==> src/sv/ffsa_pkg.sv <==
// ----------------------------------------------------------------------------
// ffsa_pkg
// Shared types, codes and defaults of the first-fit segment allocator.
// ----------------------------------------------------------------------------
package ffsa_pkg;

  localparam int DEF_MAX_SEGMENTS = 16;
  localparam int DEF_ADDR_WIDTH   = 16;

  localparam logic [15:0] TOTAL_RESET = 16'hFFFF;

  localparam logic CMD_ALLOC = 1'b0;
  localparam logic CMD_FREE  = 1'b1;

  localparam logic [1:0] STATUS_OK       = 2'd0;
  localparam logic [1:0] STATUS_NOFIT    = 2'd1;
  localparam logic [1:0] STATUS_FULL     = 2'd2;
  localparam logic [1:0] STATUS_NOTFOUND = 2'd3;

  typedef enum logic [2:0] {
    ST_IDLE,
    ST_SCAN,
    ST_SHU,
    ST_INS,
    ST_MERGE,
    ST_SHD,
    ST_DONE
  } state_t;

endpackage

==> src/sv/first_fit_segment_allocator.sv <==
// ----------------------------------------------------------------------------
// first_fit_segment_allocator
// First-fit allocator over an ordered segment table with coalescing on free.
// ----------------------------------------------------------------------------
// The segment table lives in one memory with a registered read port, one entry
// per row, and is walked one entry per cycle. An allocate scans from entry 0
// to the first free segment that fits; a split then moves the entries behind
// it up by one, one per cycle, and adds the remainder. A free scans to its
// segment and, when it merges, moves the entries behind the merged ones down,
// again one per cycle. An item's time is therefore bounded by the single
// table memory port. Result beats go through an output register, so a waiting
// result only stalls the block once the next result is ready. Reset and a
// total_size write take effect at once with no clearing pass: entry 0 reads
// as one free segment covering the whole range until it is first written.
// total_size is accepted only while idle.
// ----------------------------------------------------------------------------
module first_fit_segment_allocator #(
  parameter int MAX_SEGMENTS = ffsa_pkg::DEF_MAX_SEGMENTS,
  parameter int ADDR_WIDTH   = ffsa_pkg::DEF_ADDR_WIDTH
) (
  input  logic        clk,
  input  logic        rst,
  input  logic        cfg_valid,
  output logic        cfg_ready,
  input  logic [15:0] total_size,
  input  logic        in_valid,
  output logic        in_ready,
  input  logic        cmd,
  input  logic [15:0] request_size,
  input  logic [15:0] free_address,
  output logic        out_valid,
  input  logic        out_ready,
  output logic [15:0] address,
  output logic [1:0]  status
);
  import ffsa_pkg::*;

  localparam int AW = ADDR_WIDTH;
  localparam int CW = (ADDR_WIDTH > 16) ? ADDR_WIDTH : 16;
  localparam int IW = $clog2(MAX_SEGMENTS);
  localparam int NW = $clog2(MAX_SEGMENTS + 1);

  typedef struct packed {
    logic [AW-1:0] start;
    logic [AW-1:0] size;
    logic          free;
  } seg_t;

  seg_t          mem [MAX_SEGMENTS];
  seg_t          mem_q;

  state_t        state;
  state_t        state_next;
  logic [NW-1:0] seg_count;
  logic [AW-1:0] total_reg;
  logic          fresh;
  logic          rd_fresh;
  logic          rd_vld;
  logic [IW-1:0] rd_idx;
  logic [NW-1:0] ptr;
  logic [IW-1:0] hit_idx;
  seg_t          hit;
  seg_t          prev;
  logic          gap2;
  logic          op;
  logic [15:0]   req;
  logic [15:0]   fad;
  logic [15:0]   res_addr;
  logic [1:0]    res_status;

  logic          rd_en;
  logic [IW-1:0] rd_addr;
  logic          wr_en;
  logic [IW-1:0] wr_addr;
  seg_t          wr_data;

  seg_t          init_ent;
  seg_t          rd_ent;
  logic          fit;
  logic          own;
  logic          exact;
  logic          full;
  logic          scan_hit;
  logic          scan_miss;
  logic          alloc_write;
  logic          scan_issue;
  logic          up_issue;
  logic          dn_issue;
  logic          pf;
  logic          nf;
  logic [AW-1:0] sum_pe;
  logic [AW-1:0] sum_en;
  logic [AW-1:0] sum_all;
  logic          out_free;
  logic          in_fire;
  logic          cfg_fire;

  always_ff @(posedge clk) begin
    if (wr_en) begin
      mem[wr_addr] <= wr_data;
    end
    if (rd_en) begin
      mem_q <= mem[rd_addr];
    end
  end

  always_comb begin
    init_ent    = '{start: '0, size: total_reg, free: 1'b1};
    rd_ent      = rd_fresh ? init_ent : mem_q;
    fit         = rd_ent.free && (CW'(rd_ent.size) >= CW'(req));
    own         = !rd_ent.free && (CW'(rd_ent.start) == CW'(fad));
    exact       = CW'(rd_ent.size) == CW'(req);
    full        = seg_count == NW'(MAX_SEGMENTS);
    scan_hit    = (state == ST_SCAN) && rd_vld && ((op == CMD_ALLOC) ? fit : own);
    scan_miss   = (state == ST_SCAN) && rd_vld && !scan_hit
                  && (NW'(rd_idx) == seg_count - NW'(1));
    alloc_write = scan_hit && (op == CMD_ALLOC) && !(full && !exact);
    scan_issue  = (state == ST_SCAN) && (ptr < seg_count)
                  && !(scan_hit && (op == CMD_ALLOC));
    up_issue    = (state == ST_SHU) && (ptr > NW'(hit_idx));
    dn_issue    = (state == ST_SHD) && (ptr < seg_count);
    pf          = (hit_idx != '0) && prev.free;
    nf          = rd_vld && rd_ent.free;
    sum_pe      = prev.size + hit.size;
    sum_en      = hit.size + rd_ent.size;
    sum_all     = sum_pe + rd_ent.size;
    out_free    = !out_valid || out_ready;
    in_fire     = in_valid && in_ready;
    cfg_fire    = cfg_valid && cfg_ready;
  end

  always_comb begin
    state_next = state;
    case (state)
      ST_IDLE: begin
        if (in_fire) begin
          if (cmd == CMD_ALLOC && request_size == '0) begin
            state_next = ST_DONE;
          end else begin
            state_next = ST_SCAN;
          end
        end
      end
      ST_SCAN: begin
        if (scan_hit) begin
          if (op == CMD_FREE) begin
            state_next = ST_MERGE;
          end else if (exact || full) begin
            state_next = ST_DONE;
          end else begin
            state_next = ST_SHU;
          end
        end else if (scan_miss) begin
          state_next = ST_DONE;
        end
      end
      ST_SHU: begin
        if (!up_issue && !rd_vld) begin
          state_next = ST_INS;
        end
      end
      ST_INS: begin
        state_next = ST_DONE;
      end
      ST_MERGE: begin
        state_next = (pf || nf) ? ST_SHD : ST_DONE;
      end
      ST_SHD: begin
        if (!dn_issue && !rd_vld) begin
          state_next = ST_DONE;
        end
      end
      ST_DONE: begin
        if (out_free) begin
          state_next = ST_IDLE;
        end
      end
      default: begin
        state_next = ST_IDLE;
      end
    endcase
  end

  always_comb begin
    in_ready  = (state == ST_IDLE) && !cfg_valid;
    cfg_ready = state == ST_IDLE;
    rd_en     = scan_issue || up_issue || dn_issue;
    rd_addr   = ptr[IW-1:0];
    wr_en     = 1'b0;
    wr_addr   = rd_idx;
    wr_data   = rd_ent;
    case (state)
      ST_SCAN: begin
        if (alloc_write) begin
          wr_en   = 1'b1;
          wr_addr = rd_idx;
          wr_data = '{start: rd_ent.start, size: AW'(req), free: 1'b0};
        end
      end
      ST_SHU: begin
        if (rd_vld) begin
          wr_en   = 1'b1;
          wr_addr = rd_idx + IW'(1);
          wr_data = rd_ent;
        end
      end
      ST_INS: begin
        wr_en   = 1'b1;
        wr_addr = hit_idx + IW'(1);
        wr_data = '{start: hit.start + AW'(req), size: hit.size - AW'(req), free: 1'b1};
      end
      ST_MERGE: begin
        wr_en = 1'b1;
        if (pf) begin
          wr_addr = hit_idx - IW'(1);
          wr_data = '{start: prev.start, size: nf ? sum_all : sum_pe, free: 1'b1};
        end else begin
          wr_addr = hit_idx;
          wr_data = '{start: hit.start, size: nf ? sum_en : hit.size, free: 1'b1};
        end
      end
      ST_SHD: begin
        if (rd_vld) begin
          wr_en   = 1'b1;
          wr_addr = rd_idx - (gap2 ? IW'(2) : IW'(1));
          wr_data = rd_ent;
        end
      end
      default: begin
        wr_en = 1'b0;
      end
    endcase
  end

  always_ff @(posedge clk) begin
    if (rst) begin
      state     <= ST_IDLE;
      seg_count <= NW'(1);
      total_reg <= AW'(TOTAL_RESET);
      fresh     <= 1'b1;
      rd_vld    <= 1'b0;
      out_valid <= 1'b0;
    end else begin
      state  <= state_next;
      rd_vld <= rd_en;
      if (cfg_fire) begin
        total_reg <= AW'(total_size);
        seg_count <= NW'(1);
        fresh     <= 1'b1;
      end else begin
        if (wr_en && wr_addr == '0) begin
          fresh <= 1'b0;
        end
        if (state == ST_INS) begin
          seg_count <= seg_count + NW'(1);
        end else if (state == ST_SHD && !dn_issue && !rd_vld) begin
          seg_count <= seg_count - (gap2 ? NW'(2) : NW'(1));
        end
      end
      if (state == ST_DONE && out_free) begin
        out_valid <= 1'b1;
      end else if (out_ready) begin
        out_valid <= 1'b0;
      end
    end
  end

  always_ff @(posedge clk) begin
    if (rd_en) begin
      rd_idx   <= rd_addr;
      rd_fresh <= fresh && (rd_addr == '0);
    end
    if (in_fire) begin
      op       <= cmd;
      req      <= request_size;
      fad      <= free_address;
      ptr      <= '0;
      res_addr <= '0;
      if (cmd == CMD_ALLOC && request_size == '0) begin
        res_status <= STATUS_NOFIT;
      end else begin
        res_status <= STATUS_OK;
      end
    end
    case (state)
      ST_SCAN: begin
        if (rd_en) begin
          ptr <= ptr + NW'(1);
        end
        if (rd_vld && !scan_hit) begin
          prev <= rd_ent;
        end
        if (scan_hit) begin
          hit     <= rd_ent;
          hit_idx <= rd_idx;
          if (op == CMD_ALLOC) begin
            ptr <= seg_count - NW'(1);
            if (full && !exact) begin
              res_status <= STATUS_FULL;
            end else begin
              res_addr <= 16'(rd_ent.start);
            end
          end
        end
        if (scan_miss) begin
          res_status <= (op == CMD_ALLOC) ? STATUS_NOFIT : STATUS_NOTFOUND;
        end
      end
      ST_SHU: begin
        if (rd_en) begin
          ptr <= ptr - NW'(1);
        end
      end
      ST_MERGE: begin
        ptr  <= NW'(hit_idx) + (nf ? NW'(2) : NW'(1));
        gap2 <= pf && nf;
      end
      ST_SHD: begin
        if (rd_en) begin
          ptr <= ptr + NW'(1);
        end
      end
      ST_DONE: begin
        if (out_free) begin
          address <= res_addr;
          status  <= res_status;
        end
      end
      default: begin
        gap2 <= gap2;
      end
    endcase
  end

`ifndef SYNTHESIS
  a_count_range: assert property (@(posedge clk) disable iff (rst)
    seg_count != '0 && seg_count <= NW'(MAX_SEGMENTS))
    else $error("segment count out of range");

  a_cfg_reinit: assert property (@(posedge clk) disable iff (rst)
    cfg_valid && cfg_ready |=> seg_count == NW'(1) && fresh)
    else $error("table not reinitialized after total_size write");

  a_shift_up_room: assert property (@(posedge clk) disable iff (rst)
    state == ST_SHU |-> seg_count < NW'(MAX_SEGMENTS))
    else $error("split started on a full table");

  a_write_in_table: assert property (@(posedge clk) disable iff (rst)
    wr_en |-> NW'(wr_addr) <= seg_count)
    else $error("table write beyond the valid entries");

  a_result_from_done: assert property (@(posedge clk) disable iff (rst)
    $rose(out_valid) |-> $past(state) == ST_DONE)
    else $error("result beat raised outside completion");
`endif

endmodule

==> config.mk <==
export PLATFORM = sky130hd
export DESIGN_NAME = first_fit_segment_allocator
export DESIGN_NICKNAME = d
export VERILOG_FILES = /design/src/sv/ffsa_pkg.sv /design/src/sv/first_fit_segment_allocator.sv
export SDC_FILE = /design/constraint.sdc
export NUM_CORES = 1
export LEC_CHECK = 0
export ABC_AREA = 1
export BUFFER_PORTS_ARGS = -buffer_cell sky130_fd_sc_hd__buf_2
export CORE_UTILIZATION = 45
export CTS_BUF_LIST = sky130_fd_sc_hd__clkbuf_16
export DETAILED_ROUTE_END_ITERATION = 12
export MAX_ROUTING_LAYER = met4
export PLACE_DENSITY_LB_ADDON = 0.1
export SETUP_SLACK_MARGIN = 0.3
export SYNTH_ARGS = -nofsm -noshare
export SYNTH_HDL_FRONTEND = slang
export SYNTH_SLANG_ARGS = --single-unit
==> constraint.sdc <==
create_clock -name clk -period 13.3 [get_ports clk]
set_input_delay 1.33 -clock clk [delete_from_list [all_inputs] [get_ports clk]]
set_output_delay 1.33 -clock clk [all_outputs]
set_load 0.01 [all_outputs]
==> metrics.md <==
| Metric | Value |
|---|---|
| WHS Endpoint | `status[1]$_DFFE_PP_` |
| Synth-to-Final Area Change | `12.68%` |
| Avg Synthesized Cell Area | `10.83 µm²` |
| Post-route ant nets | `0` |
| 1st-iter DRT viols | `2396` |
| Crit end category | `flip-flop` |
| Crit Path Category | `reg -> reg` |
| Grt peak-use layer | `met2` |
| Max reg flops | `528` |
| Maximum vdd drop | `0.1369 mV` |
| Sw Share | `38.78%` |
| Hold path start | `res_status[1]$_DFF_P_` |
| Top post-synthesis cells by area | `edfxtp_1, o21ai_0, nand2_1` |
| WL final | `103900 µm` |
| Worst skew pair latency | `0.64 ns` |
| Initial antenna violation count | `1` |
| H-tree levels | `3` |
| DP Cell Count | `4116` |
| Io pins | `75` |
| Switch Pwr | `3.294 mW` |
| Slew HR | `7.024%` |
| Max incr delay on CP | `0.51 ns` |
| Comb power frac | `35.2%` |
| Post-Synthesis Cells | `3161` |
| Period utilisation layout | `41.89%` |
| Final Setup Violations | `0` |
| DRT Pass-1 Iters | `5` |
| ANT cells | `0` |
| Vias per inst | `5.867` |
| Largest net degree at the start of global routing | `153` |
| Reg with most FFs | `mem` |
| Distinct cells, synth | `58` |
| MaxCap Viol Count | `0` |
| Starting Density | `45.77%` |
| Final WS setup | `7.729 ns` |
| CTS sink cnt | `737` |
| Cts hold-fix bufs | `0` |
| Final #Nets | `3406` |
| Slew @ Worst Pin | `1.393 ns` |
| Commonest register cell after synthesis | `edfxtp_1` |
| CTS tree | `built` |
| FF+latch count, synth | `737` |
| PostCTS Resize Cnt | `0` |
| Worst endpoint required time | `13.56 ns` |
| Reg-to-reg slack, setup | `7.73 ns` |
| Die ar. | `77220 µm²` |
| CTS root buf | `clkbuf_16` |
| Longest Clk Path Bufs | `3` |
| Fin cells | `4266` |
| Top-count cell post-synth | `edfxtp_1` |
| Reg-to-reg startpoint | `rd_fresh$_DFFE_PN_` |
| Async SR Flop Fraction | `0%` |
| Biggest regs | `mem (528), mem_q (33), prev (33)` |
| Worst EP arrival | `5.83 ns` |
| Worst Hold Slack | `0.4268 ns` |
| Vias in the first global route | `24109` |
| Reg2reg end | `mem[6][25]$_DFFE_PP_` |
| Worst r2r path cells | `19` |
| Met1 Usage GRT | `39.05%` |
| Pwr Density | `220.1 nW/µm²` |
| GRT Residual Overflow | `0` |
| Most instantiated cells after synthesis | `edfxtp_1, nand2_1, nor2_1` |
| Yosys warns | `0` |
| Setup TNS | `0 ns` |
| DR vias | `25029` |
| Clock-pin slew on the worst setup and hold paths | `0.06 ns` |
| DR DRC count | `0` |
| Routed len/inst | `24.35 µm` |
| Final Skew | `0.02992 ns` |
| Net Count, Synth | `3337` |
| Minimum clock period | `5.571 ns` |
| First-pass GRT wire length | `154600 µm` |
| Internal power | `5.200 mW` |
| RSZ-0062 raised after global routing | `no` |
| Peak Freq | `179.5 MHz` |
| Met3 Use GR | `3.639%` |
| Outcome | `finished, final reports clean` |
| Hold depth | `0` |
| P_leak | `14.12 nW` |
| Tot GR Track Use | `27.66%` |
| HP Class | `reg -> reg` |
| Delay-heaviest family, CP | `simple AND/OR/NAND/NOR gates` |
| Largest area contributor in the netlist | `edfxtp_1` |
| Crit Path Max Fanout | `37` |
| Core Area | `74820 µm²` |
| Worst path slowest cell | `buf_4` |
| Number of flops mapped to enable cells by yosys | `687` |
| GPL Wtd Cong | `1.020` |
| Worst path cell trace | `buf_4, inv_2, or2_2, o21ai_0, inv_1, ha_1, inv_1, nor2_1, nor2_1, o21ai_0, nand2_1, nand3_1, nand4_4, nor2_4, inv_2, o211ai_2, nand2_1, nor2_4, buf_4` |
| Share of the synthesized area in the top cell type | `60.23%` |
| Hold Fails Final Rpt | `0` |
| Die Y | `277.9 µm` |
| Seq pwr share | `38.1%` |
| Final HPWL DP | `67880 µm` |
| Post CTS Setup Buffer Count | `0` |
| Die Wd | `277.9 µm` |
| Kind of start point of the critical path | `flip-flop` |
| Met2 Resource Use GR | `42.01%` |
| Share of cells above drive strength 1 | `10.52%` |
| Cts bufs inserted | `81` |
| Row Count | `100` |
| IO buf count | `74` |
| CP Buf/Inv Count | `6` |
| Max-slew violation count | `0` |
| Worst slack at placement | `7.788 ns` |
| Post-synthesis sequential area ratio | `63.16%` |
| Syn Std Cell Area | `34250 µm²` |
| Placed cell areas | `35890 µm²` |
| Cell area after layout | `38590 µm²` |
| Clock network power share | `26.7%` |
==> through the flow <==
step,total power [mW],util (%)
after floorplan,5.038,-
after global placement,6.197,47.96
after detailed placement,6.236,47.96
after CTS,8.509,51.58
after global routing,8.918,51.58
final,8.494,51.58
==> routing by layer <==
layer,part of all wire (%),vias up
met5,0,-
met4,2.6,0
met3,6.3,165
met2,46,929
met1,46,12362
li1,-,11573
==> worst max path at each step <==
stage                     slack, ns                    to  cells after the start                from
after floorplan                8.86  mem[10][0]$_DFFE_PP_                     18  rd_fresh$_DFFE_PN_
after global placement         7.87   mem[6][9]$_DFFE_PP_                     19  rd_fresh$_DFFE_PN_
after detailed placement       7.79   mem[6][8]$_DFFE_PP_                     19  rd_fresh$_DFFE_PN_
after CTS                      7.77  mem[6][18]$_DFFE_PP_                     19  rd_fresh$_DFFE_PN_
after global routing           7.37  mem[6][28]$_DFFE_PP_                     19  rd_fresh$_DFFE_PN_
final                          7.73  mem[6][25]$_DFFE_PP_                     19  rd_fresh$_DFFE_PN_
==> worst reg2reg max path: stages, from the launching register on <==
cell and delay, ns:
edfxtp_1 0.32, buf_4 0.28, inv_2 0.31, or2_2 0.37
o21ai_0 0.15, inv_1 0.24, ha_1 0.35, inv_1 0.04
nor2_1 0.08, nor2_1 0.05, o21ai_0 0.30, nand2_1 0.09
nand3_1 0.20, nand4_4 0.17, nor2_4 0.40, inv_2 0.38
o211ai_2 0.30, nand2_1 0.36, nor2_4 0.30, buf_4 0.51
==> kinds of logic after synthesis <==
group                      Yosys count  synth area share (%)
and+or+nand+nor                   1168                 14.49
AOI/OAI and AO/OA                  751                 12.68
DFF                                737                 63.16
buffers and inverters              332                 3.734
adders and majority gates          122                 4.632
xor gates and xnor gates            50                 1.279
muxes                                1               0.02923
==> layout make-up <==
type / instances / area, µm²
fillers: 6658 / 36230
inverters: 192 / 732.0
clock buffers: 82 / 2052
clock inverters: 68 / 651.9
multi-input cells: 2092 / 11530
flip-flops and latches: 737 / 21640
well taps: 969 / 1212
repair buffers: 126 / 773.2
==> power groups by stage <==
| stage | Sequential (mW) | Combinational [mW] | Clock, mW |
|---|---|---|---|
| after floorplan | 3.22 | 1.82 | 0 |
| after global placement | 3.28 | 2.92 | 0 |
| after detailed placement | 3.28 | 2.96 | 0 |
| after CTS | 3.23 | 2.97 | 2.31 |
| after global routing | 3.24 | 3.28 | 2.40 |
| final | 3.23 | 2.99 | 2.27 |
==> cells in the final DEF, fill, tap and decap left out, drive strengths merged, types with 5 or more instances in the layout <==
| master | netlist | final |
|---|---|---|
| edfxtp | 687 | 687 |
| nand2 | 476 | 476 |
| nor2 | 411 | 411 |
| o21ai | 384 | 384 |
| inv | 189 | 208 |
| nand3 | 200 | 200 |
| a21oi | 137 | 137 |
| buf | 22 | 126 |
| ha | 114 | 114 |
| o22ai | 86 | 86 |
| clkbuf | 118 | 82 |
| o221ai | 66 | 66 |
| dfxtp | 50 | 50 |
| clkinv | 3 | 38 |
| xor2 | 34 | 34 |
| o211ai | 28 | 28 |
| nand4 | 23 | 23 |
| nor3 | 23 | 23 |
| or2 | 20 | 20 |
| xnor2 | 16 | 16 |
| o2111ai | 11 | 11 |
| bufinv | 0 | 10 |
| a21o | 8 | 8 |
| fa | 8 | 8 |
| o21a | 7 | 7 |
| o21bai | 7 | 7 |
| nor4 | 5 | 5 |
Power figures use the tool's default switching activity.
